File: src/assert_macros.svh
// ----------------------------------------------------------------------------
// assert_macros.svh
// Concurrent assertion shorthands shared by the RTL.
// ----------------------------------------------------------------------------
`ifndef ASSERT_MACROS_SVH
`define ASSERT_MACROS_SVH

// Check a property at every rising clock edge, quiet while reset is held.
`define ASSERT_CLK(label, prop, msg) \
    label: assert property (@(posedge i_clk) disable iff (!i_rst_n) (prop)) \
        else $error(msg);

// Check an implication at every rising clock edge, quiet while reset is held.
`define ASSERT_IMPL(label, ante, cons, msg) \
    label: assert property (@(posedge i_clk) disable iff (!i_rst_n) (ante) |-> (cons)) \
        else $error(msg);

// Check that an antecedent is followed by a consequent in the next cycle.
`define ASSERT_NEXT(label, ante, cons, msg) \
    label: assert property (@(posedge i_clk) disable iff (!i_rst_n) (ante) |=> (cons)) \
        else $error(msg);

`endif

File: src/gbl_pkg.sv
// ----------------------------------------------------------------------------
// gbl_pkg
// Request codes, field widths and shared types of the gap buffer editor.
// ----------------------------------------------------------------------------
`default_nettype none

package gbl_pkg;

    localparam int REQ_W  = 3;
    localparam int CHAR_W = 8;
    localparam int POS_W  = 9;

    localparam logic [REQ_W-1:0] REQ_INSERT = 3'd0;
    localparam logic [REQ_W-1:0] REQ_DELETE = 3'd1;
    localparam logic [REQ_W-1:0] REQ_LEFT   = 3'd2;
    localparam logic [REQ_W-1:0] REQ_RIGHT  = 3'd3;
    localparam logic [REQ_W-1:0] REQ_MOVE   = 3'd4;

    // Status from the pointer unit to the sequencer.
    typedef struct packed {
        logic at_target;   // gap start equals the target
        logic go_right;    // target lies right of the gap start
        logic line_start;  // gap start is zero
        logic line_end;    // gap end is at capacity
        logic gap_empty;   // store is full
    } t_ptr_flags;

    typedef enum logic [3:0] {
        S_IDLE  = 4'b0001,
        S_READ  = 4'b0010,
        S_WRITE = 4'b0100,
        S_DONE  = 4'b1000
    } t_state;

endpackage

`default_nettype wire

File: src/gap_buffer_line_editor_core.sv
// ----------------------------------------------------------------------------
// gap_buffer_line_editor_core
// Gap buffer holding one line of text, edited one request word at a time.
//
//   channel   handshake              payload
//   -------   --------------------   ----------------------------------------
//   request   start / busy           i_req_type, i_char_in, i_target_pos
//   result    o_valid (1-cycle)      o_ok, o_cursor, o_length
//
// A request word is taken at a rising edge with start high and busy low.
// Insert, delete and refused requests go from idle straight to the done state.
// Left, right and gap moves pass through a read and a write state for each
// byte shifted: each shift reads one byte, then writes it once the registered
// read data is back; a last read state stops at the target before done.
// Reset (synchronous, active low) empties the line; store contents stay.
// Each result word shows for one cycle with o_valid; nothing holds it off.
// ----------------------------------------------------------------------------
`default_nettype none

`include "assert_macros.svh"

module gap_buffer_line_editor_core
    import gbl_pkg::*;
#(
    parameter int CAPACITY = 256
) (
    input  wire logic              i_clk,
    input  wire logic              i_rst_n,
    input  wire logic              start,
    output logic                   busy,
    input  wire logic [REQ_W-1:0]  i_req_type,
    input  wire logic [CHAR_W-1:0] i_char_in,
    input  wire logic [POS_W-1:0]  i_target_pos,
    output logic                   o_valid,
    output logic                   o_ok,
    output logic      [POS_W-1:0]  o_cursor,
    output logic      [POS_W-1:0]  o_length
);

    localparam int PW = $clog2(CAPACITY + 1);
    localparam int AW = $clog2(CAPACITY);
    // Wide enough for target + gap and for the output arithmetic.
    localparam int LW = ((PW > POS_W) ? PW : POS_W) + 1;
    localparam logic [PW-1:0] CAP_P = PW'(CAPACITY);
    localparam logic [LW-1:0] CAP_L = LW'(CAPACITY);

    t_state        r_state, n_state;
    logic [PW-1:0] r_gap_start, n_gap_start;
    logic [PW-1:0] r_gap_end, n_gap_end;
    logic [PW-1:0] r_target, n_target;
    logic          r_ok, n_ok;

    // Pointer unit results
    logic [PW-1:0] gs_inc, gs_dec, ge_inc, ge_dec;
    logic [AW-1:0] rd_addr, wr_addr;
    t_ptr_flags    flags;

    // Store port controls
    logic              mem_we;
    logic [AW-1:0]     mem_waddr;
    logic [CHAR_W-1:0] mem_wdata;
    logic              mem_re;
    logic [CHAR_W-1:0] mem_rdata;

    // Move request checks
    logic [LW-1:0] gap_l;
    logic [LW-1:0] tgt_l;
    logic [LW-1:0] span_l;
    logic          move_ok;

    // Output arithmetic
    logic [LW-1:0] cursor_l;
    logic [LW-1:0] length_l;

    gbl_ptr_unit #(
        .CAPACITY (CAPACITY)
    ) u_ptr (
        .i_gap_start (r_gap_start),
        .i_gap_end   (r_gap_end),
        .i_target    (r_target),
        .o_gs_inc    (gs_inc),
        .o_gs_dec    (gs_dec),
        .o_ge_inc    (ge_inc),
        .o_ge_dec    (ge_dec),
        .o_rd_addr   (rd_addr),
        .o_wr_addr   (wr_addr),
        .o_flags     (flags)
    );

    gbl_store #(
        .CAPACITY (CAPACITY)
    ) u_store (
        .i_clk   (i_clk),
        .i_we    (mem_we),
        .i_waddr (mem_waddr),
        .i_wdata (mem_wdata),
        .i_re    (mem_re),
        .i_raddr (rd_addr),
        .o_rdata (mem_rdata)
    );

    // Gap move is legal when the target differs from the cursor and the
    // bytes after the gap still fit behind it.
    assign gap_l   = LW'(r_gap_end) - LW'(r_gap_start);
    assign tgt_l   = LW'(i_target_pos);
    assign span_l  = tgt_l + gap_l;
    assign move_ok = (tgt_l != LW'(r_gap_start)) && (span_l <= CAP_L);

    always_comb begin
        n_state     = r_state;
        n_gap_start = r_gap_start;
        n_gap_end   = r_gap_end;
        n_target    = r_target;
        n_ok        = r_ok;
        mem_we      = 1'b0;
        mem_waddr   = wr_addr;
        mem_wdata   = mem_rdata;
        mem_re      = 1'b0;

        unique case (r_state)
            S_IDLE: begin
                if (start) begin
                    n_ok    = 1'b0;
                    n_state = S_DONE;
                    unique case (i_req_type)
                        REQ_INSERT: begin
                            // Drop the byte into the gap and advance the cursor.
                            if (!flags.gap_empty) begin
                                mem_we      = 1'b1;
                                mem_waddr   = r_gap_start[AW-1:0];
                                mem_wdata   = i_char_in;
                                n_gap_start = gs_inc;
                                n_ok        = 1'b1;
                            end
                        end
                        REQ_DELETE: begin
                            if (!flags.line_start) begin
                                n_gap_start = gs_dec;
                                n_ok        = 1'b1;
                            end
                        end
                        REQ_LEFT: begin
                            if (!flags.line_start) begin
                                n_target = gs_dec;
                                n_ok     = 1'b1;
                                n_state  = S_READ;
                            end
                        end
                        REQ_RIGHT: begin
                            if (!flags.line_end) begin
                                n_target = gs_inc;
                                n_ok     = 1'b1;
                                n_state  = S_READ;
                            end
                        end
                        REQ_MOVE: begin
                            if (move_ok) begin
                                n_target = tgt_l[PW-1:0];
                                n_ok     = 1'b1;
                                n_state  = S_READ;
                            end
                        end
                        default: begin
                            n_ok = 1'b0;
                        end
                    endcase
                end
            end
            S_READ: begin
                // Stop at the target, else fetch the next byte to carry over.
                if (flags.at_target) begin
                    n_state = S_DONE;
                end else begin
                    mem_re  = 1'b1;
                    n_state = S_WRITE;
                end
            end
            S_WRITE: begin
                // Land the fetched byte on the far side and slide the gap.
                mem_we    = 1'b1;
                mem_waddr = wr_addr;
                mem_wdata = mem_rdata;
                if (flags.go_right) begin
                    n_gap_start = gs_inc;
                    n_gap_end   = ge_inc;
                end else begin
                    n_gap_start = gs_dec;
                    n_gap_end   = ge_dec;
                end
                n_state = S_READ;
            end
            S_DONE: begin
                n_state = S_IDLE;
            end
            default: begin
                n_state = S_IDLE;
            end
        endcase
    end

    always_ff @(posedge i_clk) begin
        if (!i_rst_n) begin
            r_state     <= S_IDLE;
            r_gap_start <= '0;
            r_gap_end   <= CAP_P;
            r_ok        <= 1'b0;
        end else begin
            r_state     <= n_state;
            r_gap_start <= n_gap_start;
            r_gap_end   <= n_gap_end;
            r_ok        <= n_ok;
        end
    end

    always_ff @(posedge i_clk) begin
        r_target <= n_target;
    end

    // Result word: pointers are final while in the done state.
    assign cursor_l = LW'(r_gap_start);
    assign length_l = LW'(r_gap_start) + CAP_L - LW'(r_gap_end);

    assign busy     = (r_state != S_IDLE);
    assign o_valid  = (r_state == S_DONE);
    assign o_ok     = r_ok;
    assign o_cursor = cursor_l[POS_W-1:0];
    assign o_length = length_l[POS_W-1:0];

    `ASSERT_CLK(a_gap_order, (r_gap_start <= r_gap_end) && (r_gap_end <= CAP_P), "bad gap order")
    `ASSERT_NEXT(a_accept_busy, start && !busy, busy, "accepted word did not raise busy")
    `ASSERT_NEXT(a_valid_pulse, o_valid, !o_valid, "result strobe held past one cycle")
    `ASSERT_NEXT(a_gap_size, r_state == S_WRITE, gap_l == $past(gap_l), "gap size changed")
    `ASSERT_IMPL(a_idle_hold, (r_state == S_IDLE) && !start, n_state == S_IDLE, "idle not held")

endmodule

`default_nettype wire

File: src/gbl_store.sv
// ----------------------------------------------------------------------------
// gbl_store
// Text store: one write port, one read port, registered read data.
// ----------------------------------------------------------------------------
`default_nettype none

module gbl_store
    import gbl_pkg::*;
#(
    parameter int CAPACITY = 256
) (
    input  wire logic                        i_clk,
    input  wire logic                        i_we,
    input  wire logic [$clog2(CAPACITY)-1:0] i_waddr,
    input  wire logic [CHAR_W-1:0]           i_wdata,
    input  wire logic                        i_re,
    input  wire logic [$clog2(CAPACITY)-1:0] i_raddr,
    output logic      [CHAR_W-1:0]           o_rdata
);

    logic [CHAR_W-1:0] r_mem [CAPACITY];

    always_ff @(posedge i_clk) begin
        if (i_we) begin
            r_mem[i_waddr] <= i_wdata;
        end
    end

    always_ff @(posedge i_clk) begin
        if (i_re) begin
            o_rdata <= r_mem[i_raddr];
        end
    end

endmodule

`default_nettype wire

File: src/gbl_ptr_unit.sv
// ----------------------------------------------------------------------------
// gbl_ptr_unit
// Shared step and compare unit for the gap pointers.
// ----------------------------------------------------------------------------
`default_nettype none

module gbl_ptr_unit
    import gbl_pkg::*;
#(
    parameter int CAPACITY = 256
) (
    input  wire logic [$clog2(CAPACITY+1)-1:0] i_gap_start,
    input  wire logic [$clog2(CAPACITY+1)-1:0] i_gap_end,
    input  wire logic [$clog2(CAPACITY+1)-1:0] i_target,
    output logic      [$clog2(CAPACITY+1)-1:0] o_gs_inc,
    output logic      [$clog2(CAPACITY+1)-1:0] o_gs_dec,
    output logic      [$clog2(CAPACITY+1)-1:0] o_ge_inc,
    output logic      [$clog2(CAPACITY+1)-1:0] o_ge_dec,
    output logic      [$clog2(CAPACITY)-1:0]   o_rd_addr,
    output logic      [$clog2(CAPACITY)-1:0]   o_wr_addr,
    output t_ptr_flags                         o_flags
);

    localparam int PW = $clog2(CAPACITY + 1);
    localparam int AW = $clog2(CAPACITY);
    localparam logic [PW-1:0] CAP_P = PW'(CAPACITY);
    localparam logic [PW-1:0] ONE_P = PW'(1);

    logic [PW-1:0] rd_pos;
    logic [PW-1:0] wr_pos;

    assign o_gs_inc = i_gap_start + ONE_P;
    assign o_gs_dec = i_gap_start - ONE_P;
    assign o_ge_inc = i_gap_end + ONE_P;
    assign o_ge_dec = i_gap_end - ONE_P;

    assign o_flags.at_target  = (i_target == i_gap_start);
    assign o_flags.go_right   = (i_target > i_gap_start);
    assign o_flags.line_start = (i_gap_start == '0);
    assign o_flags.line_end   = (i_gap_end == CAP_P);
    assign o_flags.gap_empty  = (i_gap_start == i_gap_end);

    // Right: pull the byte after the gap to the gap start.
    // Left: push the byte before the gap to the gap end.
    assign rd_pos = o_flags.go_right ? i_gap_end   : o_gs_dec;
    assign wr_pos = o_flags.go_right ? i_gap_start : o_ge_dec;

    assign o_rd_addr = rd_pos[AW-1:0];
    assign o_wr_addr = wr_pos[AW-1:0];

endmodule

`default_nettype wire
File: config.mk
export PLATFORM = sky130hd
export DESIGN_NAME = gap_buffer_line_editor_core
export DESIGN_NICKNAME = d
export VERILOG_FILES = /design/src/gbl_pkg.sv /design/src/gap_buffer_line_editor_core.sv /design/src/gbl_store.sv /design/src/gbl_ptr_unit.sv
export VERILOG_INCLUDE_DIRS = /design/src /design/src/src
export SDC_FILE = /design/constraint.sdc
export NUM_CORES = 1
export LEC_CHECK = 0
export ABC_AREA = 1
export BUFFER_PORTS_ARGS = -buffer_cell sky130_fd_sc_hd__buf_2
export CAP_MARGIN = 20
export CORE_MARGIN = 4
export CORE_UTILIZATION = 54
export DETAILED_ROUTE_END_ITERATION = 10
export PLACE_DENSITY = 0.78
export RECOVER_POWER = 100
export SETUP_SLACK_MARGIN = 0.4
export SLEW_MARGIN = 10
export SYNTH_ARGS = -nofsm -noshare
export SYNTH_HDL_FRONTEND = slang
export SYNTH_SLANG_ARGS = --single-unit
File: constraint.sdc
create_clock -name i_clk -period 3.1 [get_ports i_clk]
set_input_delay 0.155 -clock i_clk [delete_from_list [all_inputs] [get_ports i_clk]]
set_output_delay 0.155 -clock i_clk [all_outputs]
set_load 0.02 [all_outputs]
Word level (Yosys, flattened, before mapping)
Cells that the tools add are included.
{"block": "classes", "n_addsub": 8, "magnitude_cmp": 2, "eq_ne": 20, "mux": 22, "n_reduce_logical": 9}
{"op": "9-bit two-way mux", "count": 7}
{"op": "9-bit one-hot mux with 2 select lines", "count": 2}
{"op": "9-bit one-hot mux with 3 select lines", "count": 1}
{"op": "4-bit one-hot mux with 3 select lines", "count": 2}
{"op": "4-bit two-way mux", "count": 5}
{"op": "9-bit by 1-bit adder with 9-bit output, second input constant", "count": 2}
{"op": "9-bit equality test", "count": 2}
{"op": "9-bit by 1-bit subtractor with 9-bit output, second input constant", "count": 2}
{"op": "9-bit by 10-bit adder with 10-bit output", "count": 1}
{"op": "10-bit by 9-bit <= comparator with 1-bit output, second input constant", "count": 1}
{"op": "9-bit by 9-bit subtractor with 10-bit output", "count": 1}
{"op": "9-bit adder, second input constant", "count": 1}
{"op": "9-bit equality test, second input constant", "count": 1}
{"op": "9-bit greater-than comparator", "count": 1}
{"op": "9-bit zero test", "count": 1}
{"op": "9-bit inequality test", "count": 1}
{"op": "9-bit subtractor", "count": 1}
{"op": "2-bit inequality test, second input constant", "count": 4}
{"op": "3-bit by 2-bit equality test with 1-bit output, second input constant", "count": 2}
{"op": "3-bit inequality test, second input constant", "count": 2}
{"op": "6-bit AND reduction", "count": 1}
{"op": "5-bit AND reduction", "count": 1}
{"op": "4-bit by 1-bit equality test with 1-bit output, second input constant", "count": 1}
{"op": "4-bit by 2-bit equality test with 1-bit output, second input constant", "count": 1}
{"op": "other kinds (14)", "count": 17}
{"block": "totals", "register_bits": 32, "in_bits": 23, "output_inout_bits": 21, "elab_cells": 66}

Depth between registers and ports, before layout
Gate-level depths: netlist (run 1).
{"block": "depth", "word_depth": 8, "ltp_mapped": 19}

By module
A second synthesis (run 1) with hierarchy kept.
{"block": "hier_totals", "cells_unflattened": 649, "area_unflattened_um2": 4376.7}
{"mod": "gap_buffer_line_editor_core", "n_inst": 1, "cells_per_inst": 433, "area_per_inst_um2": 3096.7}
{"mod": "gbl_ptr_unit", "n_inst": 1, "cells_per_inst": 216, "area_per_inst_um2": 1280.0}

Least setup slack after synthesis (run 1)
Ideal clock, no wire load.
{"block": "synth_timing", "path_type": "reg-to-reg", "from": "register r_gap_start[0], in the netlist o_cursor[0]", "to": "register r_target[0], enable pin", "arrival_ns": 3.191, "t_required_ns": 2.722, "slack_ns": -0.469, "path_stages_with_launch": 16, "n_path_buf": 0, "period_less_slack_ns": 3.569, "cell_sequence": "dfxtp_1 > inv_1 > ha_1 > inv_1 > ha_1 > fa_1 > or2_2 > nor2_1 > nand2_1 > nor2_1 > nand2_1 > nor2_1 > nand2_1 > nand2_1 > nand2_1 > a21oi_1"}
{"block": "synth_via", "elab_chain_len": 6}
{"element": "start: declaration", "line": "gap_buffer_line_editor_core.sv:48", "text": "logic [PW-1:0] r_gap_start, n_gap_start;"}
{"element": "start signal: assignment", "line": "gap_buffer_line_editor_core.sv:209", "text": "r_gap_start <= n_gap_start;"}
{"element": "9-bit by 9-bit subtractor with 10-bit output", "line": "gap_buffer_line_editor_core.sv:104", "text": "assign gap_l = LW'(r_gap_end) - LW'(r_gap_start);"}
{"element": "9-bit by 10-bit adder with 10-bit output", "line": "gap_buffer_line_editor_core.sv:106", "text": "assign span_l = tgt_l + gap_l;"}
{"element": "10-bit by 9-bit <= comparator with 1-bit output", "line": "gap_buffer_line_editor_core.sv:107", "text": "assign move_ok = (tgt_l != LW'(r_gap_start)) && (span_l <= CAP_L);"}
{"element": "1-bit logical AND", "line": "gap_buffer_line_editor_core.sv:107"}
{"element": "2-bit inequality test (no line)"}
{"element": "6-bit AND reduction (no line) (*)"}
{"element": "end signal: assignment", "line": "gap_buffer_line_editor_core.sv:216", "text": "r_target <= n_target;"}
{"element": "end: declaration", "line": "gap_buffer_line_editor_core.sv:50", "text": "logic [PW-1:0] r_target, n_target;"}
Every way passes the cells marked *; elsewhere a longest branch is shown, timed or not.
A chain may end at the register's enable or synchronous reset.

Worst setup path in the final report (run 1)
{"block": "layout_timing", "from": "register r_gap_start[5], in the netlist o_cursor[5]", "to": "register r_gap_end[7]"}
{"block": "layout_via", "elab_chain_len": 2}
{"element": "9-bit greater-than comparator", "line": "gbl_ptr_unit.sv:38", "text": "assign o_flags.go_right = (i_target > i_gap_start);"}
{"element": "9-bit two-way mux", "line": "gap_buffer_line_editor_core.sv:183", "text": "if (flags.go_right) begin"}
{"element": "end signal: assignment", "line": "gap_buffer_line_editor_core.sv:210", "text": "r_gap_end <= n_gap_end;"}
{"element": "end: declaration", "line": "gap_buffer_line_editor_core.sv:49", "text": "logic [PW-1:0] r_gap_end, n_gap_end;"}
Every way passes these cells.

==> results.md, run 1 <==
Synthesis:
- The proportion of netlist area held by the largest area contributor is 0.168.
- The synthesis warning total is 0.
- A synthesized cell averages 6.92 um^2.
- The share of synthesized registers carrying an async set or reset is 0.
- The most frequently used flop master after synthesis is sky130_fd_sc_hd__dfxtp_1.
- sky130_fd_sc_hd__ha_1 takes more of the synthesized area than any other cell.
- The number of synthesized flops with an enable pin is 9.
- By area the synthesized netlist is led by sky130_fd_sc_hd__ha_1 (17%), sky130_fd_sc_hd__dfxtp_1 (12%), sky130_fd_sc_hd__nand2_1 (12%).
- For this run, the register share of the synthesized area comes to 0.192.
- The mapped netlist covers 3800 um^2.
- When the netlist entered floorplanning its net count stood at 634.
- In this run, synthesis produced a sequential element count of 32.
- The gate count after technology mapping is 549.
- The number of distinct standard cells referenced by the synthesized netlist is 44.

Global route:
- The total overflow left after global routing is 0.
- The initial antenna violation count came to 0.
- The first-pass GRT wire length is 17400 um.
- The number of global-route vias before repair is 3752.
- In the global route stage, overall resource usage came out at 0.257.
- The pin count of the biggest net entering global routing is 19.

Clock network:
- The longest clock path from root to sink contains 2 buffers.
- The clock tree synthesis step divided the H-tree into 2 levels.
- Buffers inserted to repair hold after CTS numbered 0.
- The clock slew seen by the registers of the worst setup and hold paths is 70 ps.
- The insertion delay to the later sink of the worst-skew pair is 300 ps.
- The cell sitting at the root of the clock tree is a sky130_fd_sc_hd__clkbuf_8.
- The number of clock sinks seen by CTS is 32.
- The TritonCTS buffer count is 5.
- TritonCTS built the clock tree.

Final layout:
- The multi-input logic area is 2830 um^2.
- The top cell types in the final layout, fill and taps aside, are sky130_fd_sc_hd__nand2_1 (118), sky130_fd_sc_hd__inv_1 (100), sky130_fd_sc_hd__ha_1 (38), sky130_fd_sc_hd__a21oi_1 (37), sky130_fd_sc_hd__nor2_1 (32).
- The number of antenna diodes in the final layout is 0.
- The most common library cell in the layout ignoring fill and taps is sky130_fd_sc_hd__nand2_1.
- Compared with the post-synthesis result, the final layout area differs by 22.1%.
- For this run, the post-layout net count is 703.
- The area taken by flip-flops and latches is 764 um^2.
- The final instance area is 4640 um^2.
- The number of fillers in the final layout is 595.
- Of the cells placed in the final design, the portion with a size suffix greater than 1 is 0.205.

Placed design:
- During placement, the flow inserted port buffers numbering 35.
- The HPWL after detailed placement is 8110 um.
- The area after detailed placement is 4300 um^2.
- The congestion estimate from routability-driven global placement came to 0.954.

STA:
- The final sum of negative setup slack is 0 ps.
- The number of hold violations in the final report is 0.
- The final period utilization is 0.923.
- The slew of the pin with the lowest slew margin is 683 ps.
- Clock skew on the completed layout was measured at 17.7 ps.
- Hold timing on the final database bottoms out at a slack of 187 ps.
- Measured against its own limit, the worst slew margin works out to 0.545.
- Setup violations remaining at the end of the flow were counted as 0.
- Based on the critical path, the design can be clocked at up to 0.349 GHz.
- Setup repair after global routing could not meet its margin everywhere.
- The minimum period implied by the final worst setup slack is 2860 ps.
- The count of final max-slew check failures came to 0.

Routing:
- Summed over all nets, wire length on met3 after detailed routing comes to 729 um.
- The total routed wire length on the met1 layer is 4570 um.
- The highest routed metal layer is met4.
- The number of detailed-route iterations in the first pass is 5.
- The detailed router's first-iteration violation count is 312.
- The total length of routed wires is 10900 um.
- The post-route DRC violation count is 0.
- The total vias in the final route is 3951.
- The post-route antenna net violation count is 0.
- The average wire length per cell after detail routing is 15.3 um.
- The via count normalized by instance count is 5.53.
- The met2 wire length is 5120 um.

Floorplan:
- The die footprint is 8440 um^2.
- The x dimension of the die is 91.9 um.
- The core region is 6830 um^2.
- The row count is 30.
- The initial core utilization is 0.556.
- Pin placement for this block handled 44 I/O pins.
- The floorplan step set the die height to 91.9 um.

Worst setup path:
- Data arrives at the worst endpoint at 3050 ps.
- The worst register-to-register path has a depth of 16.
- The critical path endpoint is r_gap_end[7].
- The launch point of the worst reg-to-reg path is o_cursor[5].
- For the worst setup path, the data required time is 3280 ps.
- Tracing the worst setup path back leads to its startpoint at o_cursor[5].
- The critical path capture point type is a register.
- The slack of the worst reg-to-reg path is 240 ps.
- The critical setup path kind is register to register.
- The endpoint identified for the worst register-to-register timing path is r_gap_end[7].
- The category of the worst setup path launch point is a register.
- Along the worst path, the maximum fanout reaches 5.

Power:
- The sum of internal, switching and leakage power is 5.78 mW.
- IR analysis of the VDD net gives a maximum drop of 992 uV.
- The analysis attributes to cell leakage a power of 2.37 nW.
- The power per standard cell area is 1250 nW/um^2.

Hold path:
- The worst hold path passes through 2 cells.
- The class of the most critical hold timing path is input port to register.

Status:
- The flow ran to the end, and the final reports show no timing, DRC or antenna violations.

Flow run:
- The reported max-cap violation count is 0.
layout make-up:
class | instances | area share
Sequential cell | 32 | 0.165
Timing Repair Buffer | 69 | 0.0904
Clock buffer | 5 | 0.0148
Multi-Input combinational cell | 401 | 0.611
Inverter | 109 | 0.0904
Tap cell | 96 | 0.0259
Clock inverter | 3 | 0.00297
report_power, final:
group          leakage, nW  switching, mW  internal [mW]  total, mW
clock network       0.0453          0.165          0.152      0.318
logic                 2.04           2.88           1.86       4.75
registers            0.276          0.122          0.596      0.717
total                 2.37           3.17           2.61       5.78
state kept, by name (all words and copies together), names as in the netlist:
signal     count
o_cursor       9
o_ok           1
r_gap_end      9
r_state        4
r_target       9
stage by stage:
step	util	setup WS (ps)	instances
after floorplan	-	362	549
after global placement	0.629	126	692
after detailed placement	0.629	117	692
after CTS	0.664	270	710
after global routing	0.679	87.7	715
final	0.679	239	715
worst min path at each step:
| stage | start | end |
|---|---|---|
| 5_1_grt | i_rst_n | r_gap_end[8] |
| 3_5_place_dp | i_rst_n | r_gap_end[8] |
| 2_1_floorplan | i_target_pos[0] | r_target[0] |
| 6_report | i_rst_n | r_gap_end[8] |
| 3_3_place_gp | o_ok | o_ok |
| 4_1_cts | i_rst_n | r_gap_end[8] |
worst max-delay path, cell delays in order (launching register included):
cell,delay (ps)
sky130_fd_sc_hd__dfxtp_1,420
sky130_fd_sc_hd__inv_1,100
sky130_fd_sc_hd__ha_1,290
sky130_fd_sc_hd__nand2_1,60
sky130_fd_sc_hd__nor2_2,130
sky130_fd_sc_hd__nand3_1,120
sky130_fd_sc_hd__o21ai_2,220
sky130_fd_sc_hd__nand2_1,140
sky130_fd_sc_hd__buf_6,170
sky130_fd_sc_hd__ha_1,330
sky130_fd_sc_hd__inv_1,110
sky130_fd_sc_hd__nor3_1,190
sky130_fd_sc_hd__nand2_1,80
sky130_fd_sc_hd__o311ai_2,90
sky130_fd_sc_hd__xor2_1,100
sky130_fd_sc_hd__o21ai_0,160
sky130_fd_sc_hd__inv_1,50
cells in the mapped netlist, types with 2 or more instances:
cell,number
sky130_fd_sc_hd__edfxtp_1,9
sky130_fd_sc_hd__a21oi_1,47
sky130_fd_sc_hd__o21ai_1,3
sky130_fd_sc_hd__nand4_1,10
sky130_fd_sc_hd__o221ai_1,6
sky130_fd_sc_hd__a21oi_2,2
sky130_fd_sc_hd__dfxtp_1,23
sky130_fd_sc_hd__ha_1,51
sky130_fd_sc_hd__o21ai_0,32
sky130_fd_sc_hd__buf_2,3
sky130_fd_sc_hd__xnor2_1,3
sky130_fd_sc_hd__nor2_1,34
sky130_fd_sc_hd__nand3b_1,2
sky130_fd_sc_hd__nand2_1,120
sky130_fd_sc_hd__nor3_1,3
sky130_fd_sc_hd__o21a_1,2
sky130_fd_sc_hd__inv_1,105
sky130_fd_sc_hd__o211ai_1,2
sky130_fd_sc_hd__nand3_1,29
sky130_fd_sc_hd__inv_2,4
sky130_fd_sc_hd__fa_1,11
sky130_fd_sc_hd__nand2_2,4
sky130_fd_sc_hd__xor2_1,20
sky130_fd_sc_hd__o21ai_2,2
sky130_fd_sc_hd__clkbuf_1,2
sky130_fd_sc_hd__or2_2,2
per-layer routing:
layer	vias up	track usage
li1	1924	-
met1	1799	0.324
met2	186	0.426
met3	42	0.0418
met4	0	0.123
met5	-	0
cells by family (layout without fill, tap and decap cells):
kind of cell / Yosys count / after routing / synth area share
AO/OA/AOI/OAI: 104 / 104 / 0.157
XOR/XNOR: 23 / 23 / 0.0530
adder cells (fa/ha/maj): 62 / 62 / 0.226
buffers and inverters: 116 / 186 / 0.120
flip-flops: 32 / 32 / 0.192
AND/OR/NAND/NOR: 212 / 212 / 0.251
repair_timing:
| action | in CTS | in global routing |
|---|---|---|
| endpoints found under the hold margin | 0 | 0 |
| resized for setup | 20 | 39 |
| cloned | 1 | 0 |
| setup buffers | 9 | 5 |
| pin swaps | 6 | 6 |
| setup endpoints to repair | 16 | 20 |
Note: power is estimated with default switching activity, not from simulation.
==> inputs of run 2 (changes only) <==
==> constraint.sdc (replaced) <==
create_clock -name i_clk -period 3.1 [get_ports i_clk]
set_input_delay 0.31 -clock i_clk [delete_from_list [all_inputs] [get_ports i_clk]]
set_output_delay 0.31 -clock i_clk [all_outputs]
set_load 0.02 [all_outputs]
==> results.md, run 2 (same netlist as run 1, synthesis figures left out) <==
Status:
- The flow ran to the end, and the final reports show no timing, DRC or antenna violations.

Clock network:
- The root buffer selected by CTS is sky130_fd_sc_hd__clkbuf_8.
- The TritonCTS clock tree is done.
- The number of hold buffers added after CTS came to 0 (unchanged).
- The clock slew seen by the registers of the worst setup and hold paths was 70 ps (about the same).
- The clock tree buffer depth is 2 (unchanged).
- The H-tree depth is 2 (unchanged).
- The TritonCTS buffer count is 5 (unchanged).
- The number of clock sinks seen by CTS is 32 (unchanged).
- The insertion delay to the later sink of the worst-skew pair was 290 ps (about the same).

STA:
- The minimum period implied by the final worst setup slack came to 2900 ps (+43.5 ps).
- Setup repair after global routing could not meet its margin everywhere.
- The count of final max-slew check failures is 0 (unchanged).
- The clock skew is 6.92 ps (-10.7 ps).
- The relative slew slack is 0.575 (+0.0301).
- The number of hold violations in the final report is 0 (unchanged).
- The setup slack of the critical path after layout is 195 ps (-43.5 ps).
- The final period utilization was 0.937 (+0.0140).
- The slew of the pin with the lowest slew margin is 638 ps (-45.1 ps).
- The highest achievable clock rate was 0.344 GHz (-1.5%).
- The final setup violation count was 0 (unchanged).
- The final sum of negative setup slack is 0 ps (unchanged).

Final layout:
- The diode insertion count for antenna repair is 0 (unchanged).
- The layout overhead on the synthesized area is 26.5%.
- The number of fillers in the final layout is 556 (-6.6%).
- The net count of the finished layout came to 711 (+1.1%).
- The library cells used most frequently in the layout, excluding fill and tap cells, are sky130_fd_sc_hd__nand2_1 (114), sky130_fd_sc_hd__inv_1 (95), sky130_fd_sc_hd__a21oi_1 (38), sky130_fd_sc_hd__buf_4 (36), sky130_fd_sc_hd__ha_1 (33).
- The library cell used most frequently in the layout, excluding fill and tap cells, is sky130_fd_sc_hd__nand2_1.
- The fraction of final layout cells with drive strength greater than 1 is 0.239 (+0.0341).

Global route:
- The global route total overflow is 0 (unchanged).
- The met3 demand-to-capacity share in global routing is 0.0345 (-0.00738).
- The initial antenna violation count is 0 (unchanged).
- The global-route track usage on met1 is 0.335 (+0.0112).
- The first-pass GRT wire length is 18200 um (+4.3%).
- The pin count of the biggest net entering global routing is 18 (-1).
- The global routing stage identified its most utilized layer as met2.
- The overall routing resource usage is 0.268 (+0.0113).
- The met2 demand-to-capacity share in global routing is 0.468 (+0.0420).
- The number of global-route vias before repair is 3847 (+2.5%).

Floorplan:
- The initial core utilization is 0.556 (unchanged).
- The core footprint is 6830 um^2 (unchanged).
- The y dimension of the die came to 91.9 um (unchanged).
- The row count is 30 (unchanged).
- The x dimension of the die was 91.9 um (unchanged).
- The I/O pin count came to 44 (unchanged).
- The die footprint is 8440 um^2 (unchanged).

Worst setup path:
- The critical setup path kind is register to register.
- The critical path capture point type is a register.
- The data required time of the critical path is 3120 ps (-160 ps).
- The worst path arrival time was 2920 ps (-130 ps).
- The worst-path maximum fanout came to 5 (unchanged).
- The category of the worst setup path launch point is a register.

Routing:
- The post-route antenna net violation count was 0 (unchanged).
- The number of detailed-route iterations in the first pass was 6 (+1).
- The detailed router's first-iteration violation count is 422 (+35%).
- The total length of routed wires is 11900 um (+8.8%).
- The via count normalized by instance count is 5.75 (+4.0%).
- The average wire length per cell after detail routing is 16.4 um (+7.6%).
- The post-route DRC violation count is 0 (unchanged).
- The total vias in the final route is 4156 (+5.2%).

Placed design:
- The post-placement worst setup slack is 77.2 ps (-39.8 ps).
- The weighted congestion at the end of routability-driven global placement is 0.971 (+1.8%).
- The count of buffers from port buffering is 35 (unchanged).
- The HPWL after detailed placement is 8490 um (+4.6%).

Hold path:
- The class of the most critical hold timing path is input port to register.

Flow run:
- The reported max-cap violation count is 0 (unchanged).
[run 2: cell count changes in the layout (fill, tap and decap cells not counted), moves of 2 or more]
cell / before / now
sky130_fd_sc_hd__buf_2: 16 / 13
sky130_fd_sc_hd__buf_4: 30 / 36
sky130_fd_sc_hd__clkbuf_1: 20 / 24
sky130_fd_sc_hd__clkbuf_16: 0 / 2
sky130_fd_sc_hd__dfxtp_1: 12 / 7
sky130_fd_sc_hd__dfxtp_2: 3 / 8
sky130_fd_sc_hd__ha_1: 38 / 33
sky130_fd_sc_hd__ha_4: 11 / 17
sky130_fd_sc_hd__inv_1: 100 / 95
sky130_fd_sc_hd__inv_2: 6 / 12
sky130_fd_sc_hd__nand2_1: 118 / 114
sky130_fd_sc_hd__nand2_2: 5 / 9
[run 2: critical path, stage by stage (launching register included)]
cell and delay (ps):
sky130_fd_sc_hd__dfxtp_4 340, sky130_fd_sc_hd__buf_4 170, sky130_fd_sc_hd__fa_1 500, sky130_fd_sc_hd__inv_1 40
sky130_fd_sc_hd__ha_1 350, sky130_fd_sc_hd__a21oi_1 140, sky130_fd_sc_hd__a21boi_1 200, sky130_fd_sc_hd__nand2_1 70
sky130_fd_sc_hd__nand2_1 70, sky130_fd_sc_hd__inv_1 50, sky130_fd_sc_hd__nor2_2 140, sky130_fd_sc_hd__nand2_4 90
sky130_fd_sc_hd__a21oi_4 270, sky130_fd_sc_hd__clkbuf_16 190
[run 2: repair_timing]
| item | 4_1_cts | 5_1_grt |
|---|---|---|
| setup endpoints to repair | 18 | 20 |
| setup buffers | 8 | 14 |
| resized for setup | 29 | 46 |
| pin swaps | 9 | 31 |
| cloned | 0 | 2 |
[run 2: final timing paths]
kind                                     end  depth (start not counted)        start  slack (ps)
worst max-delay path             r_target[5]                         13  o_cursor[8]         200
worst min-delay path            r_gap_end[8]                          2      i_rst_n         340
worst max register to register   r_target[5]                         13  o_cursor[8]         200
worst min register to register          o_ok                          2         o_ok         470
[run 2: layout make-up]
| cell class | count | area (um^2) | area share |
|---|---|---|---|
| clock inverters | 1 | 5.00 | 0.00104 |
| well taps | 96 | 120 | 0.0250 |
| multi-input cells | 401 | 2900 | 0.603 |
| repair buffers | 77 | 498 | 0.104 |
| inverters | 109 | 414 | 0.0862 |
| flip-flops and latches | 32 | 771 | 0.160 |
| clock buffers | 7 | 97.6 | 0.0203 |
[run 2: metrics by stage]
step / instances / cell area, um^2 / hold WS [ps] / utilization
global placement: 691 / 4280 / 450 / 0.627
CTS: 707 / 4620 / 330 / 0.677
finish: 723 / 4810 / 336 / 0.703
detailed placement: 691 / 4280 / 462 / 0.627
floorplan: 549 / 3920 / 482 / -
global route: 723 / 4810 / 345 / 0.703
[run 2: metal layers]
metal / share of wire / routed length (um)
met5: 0 / 0
met4: 0.052 / 622
met3: 0.080 / 952
met2: 0.47 / 5640
met1: 0.39 / 4660
Power of run 2 is not shown: default switching activity piles up to over one toggle a cycle in this logic, so the estimate is an artifact.
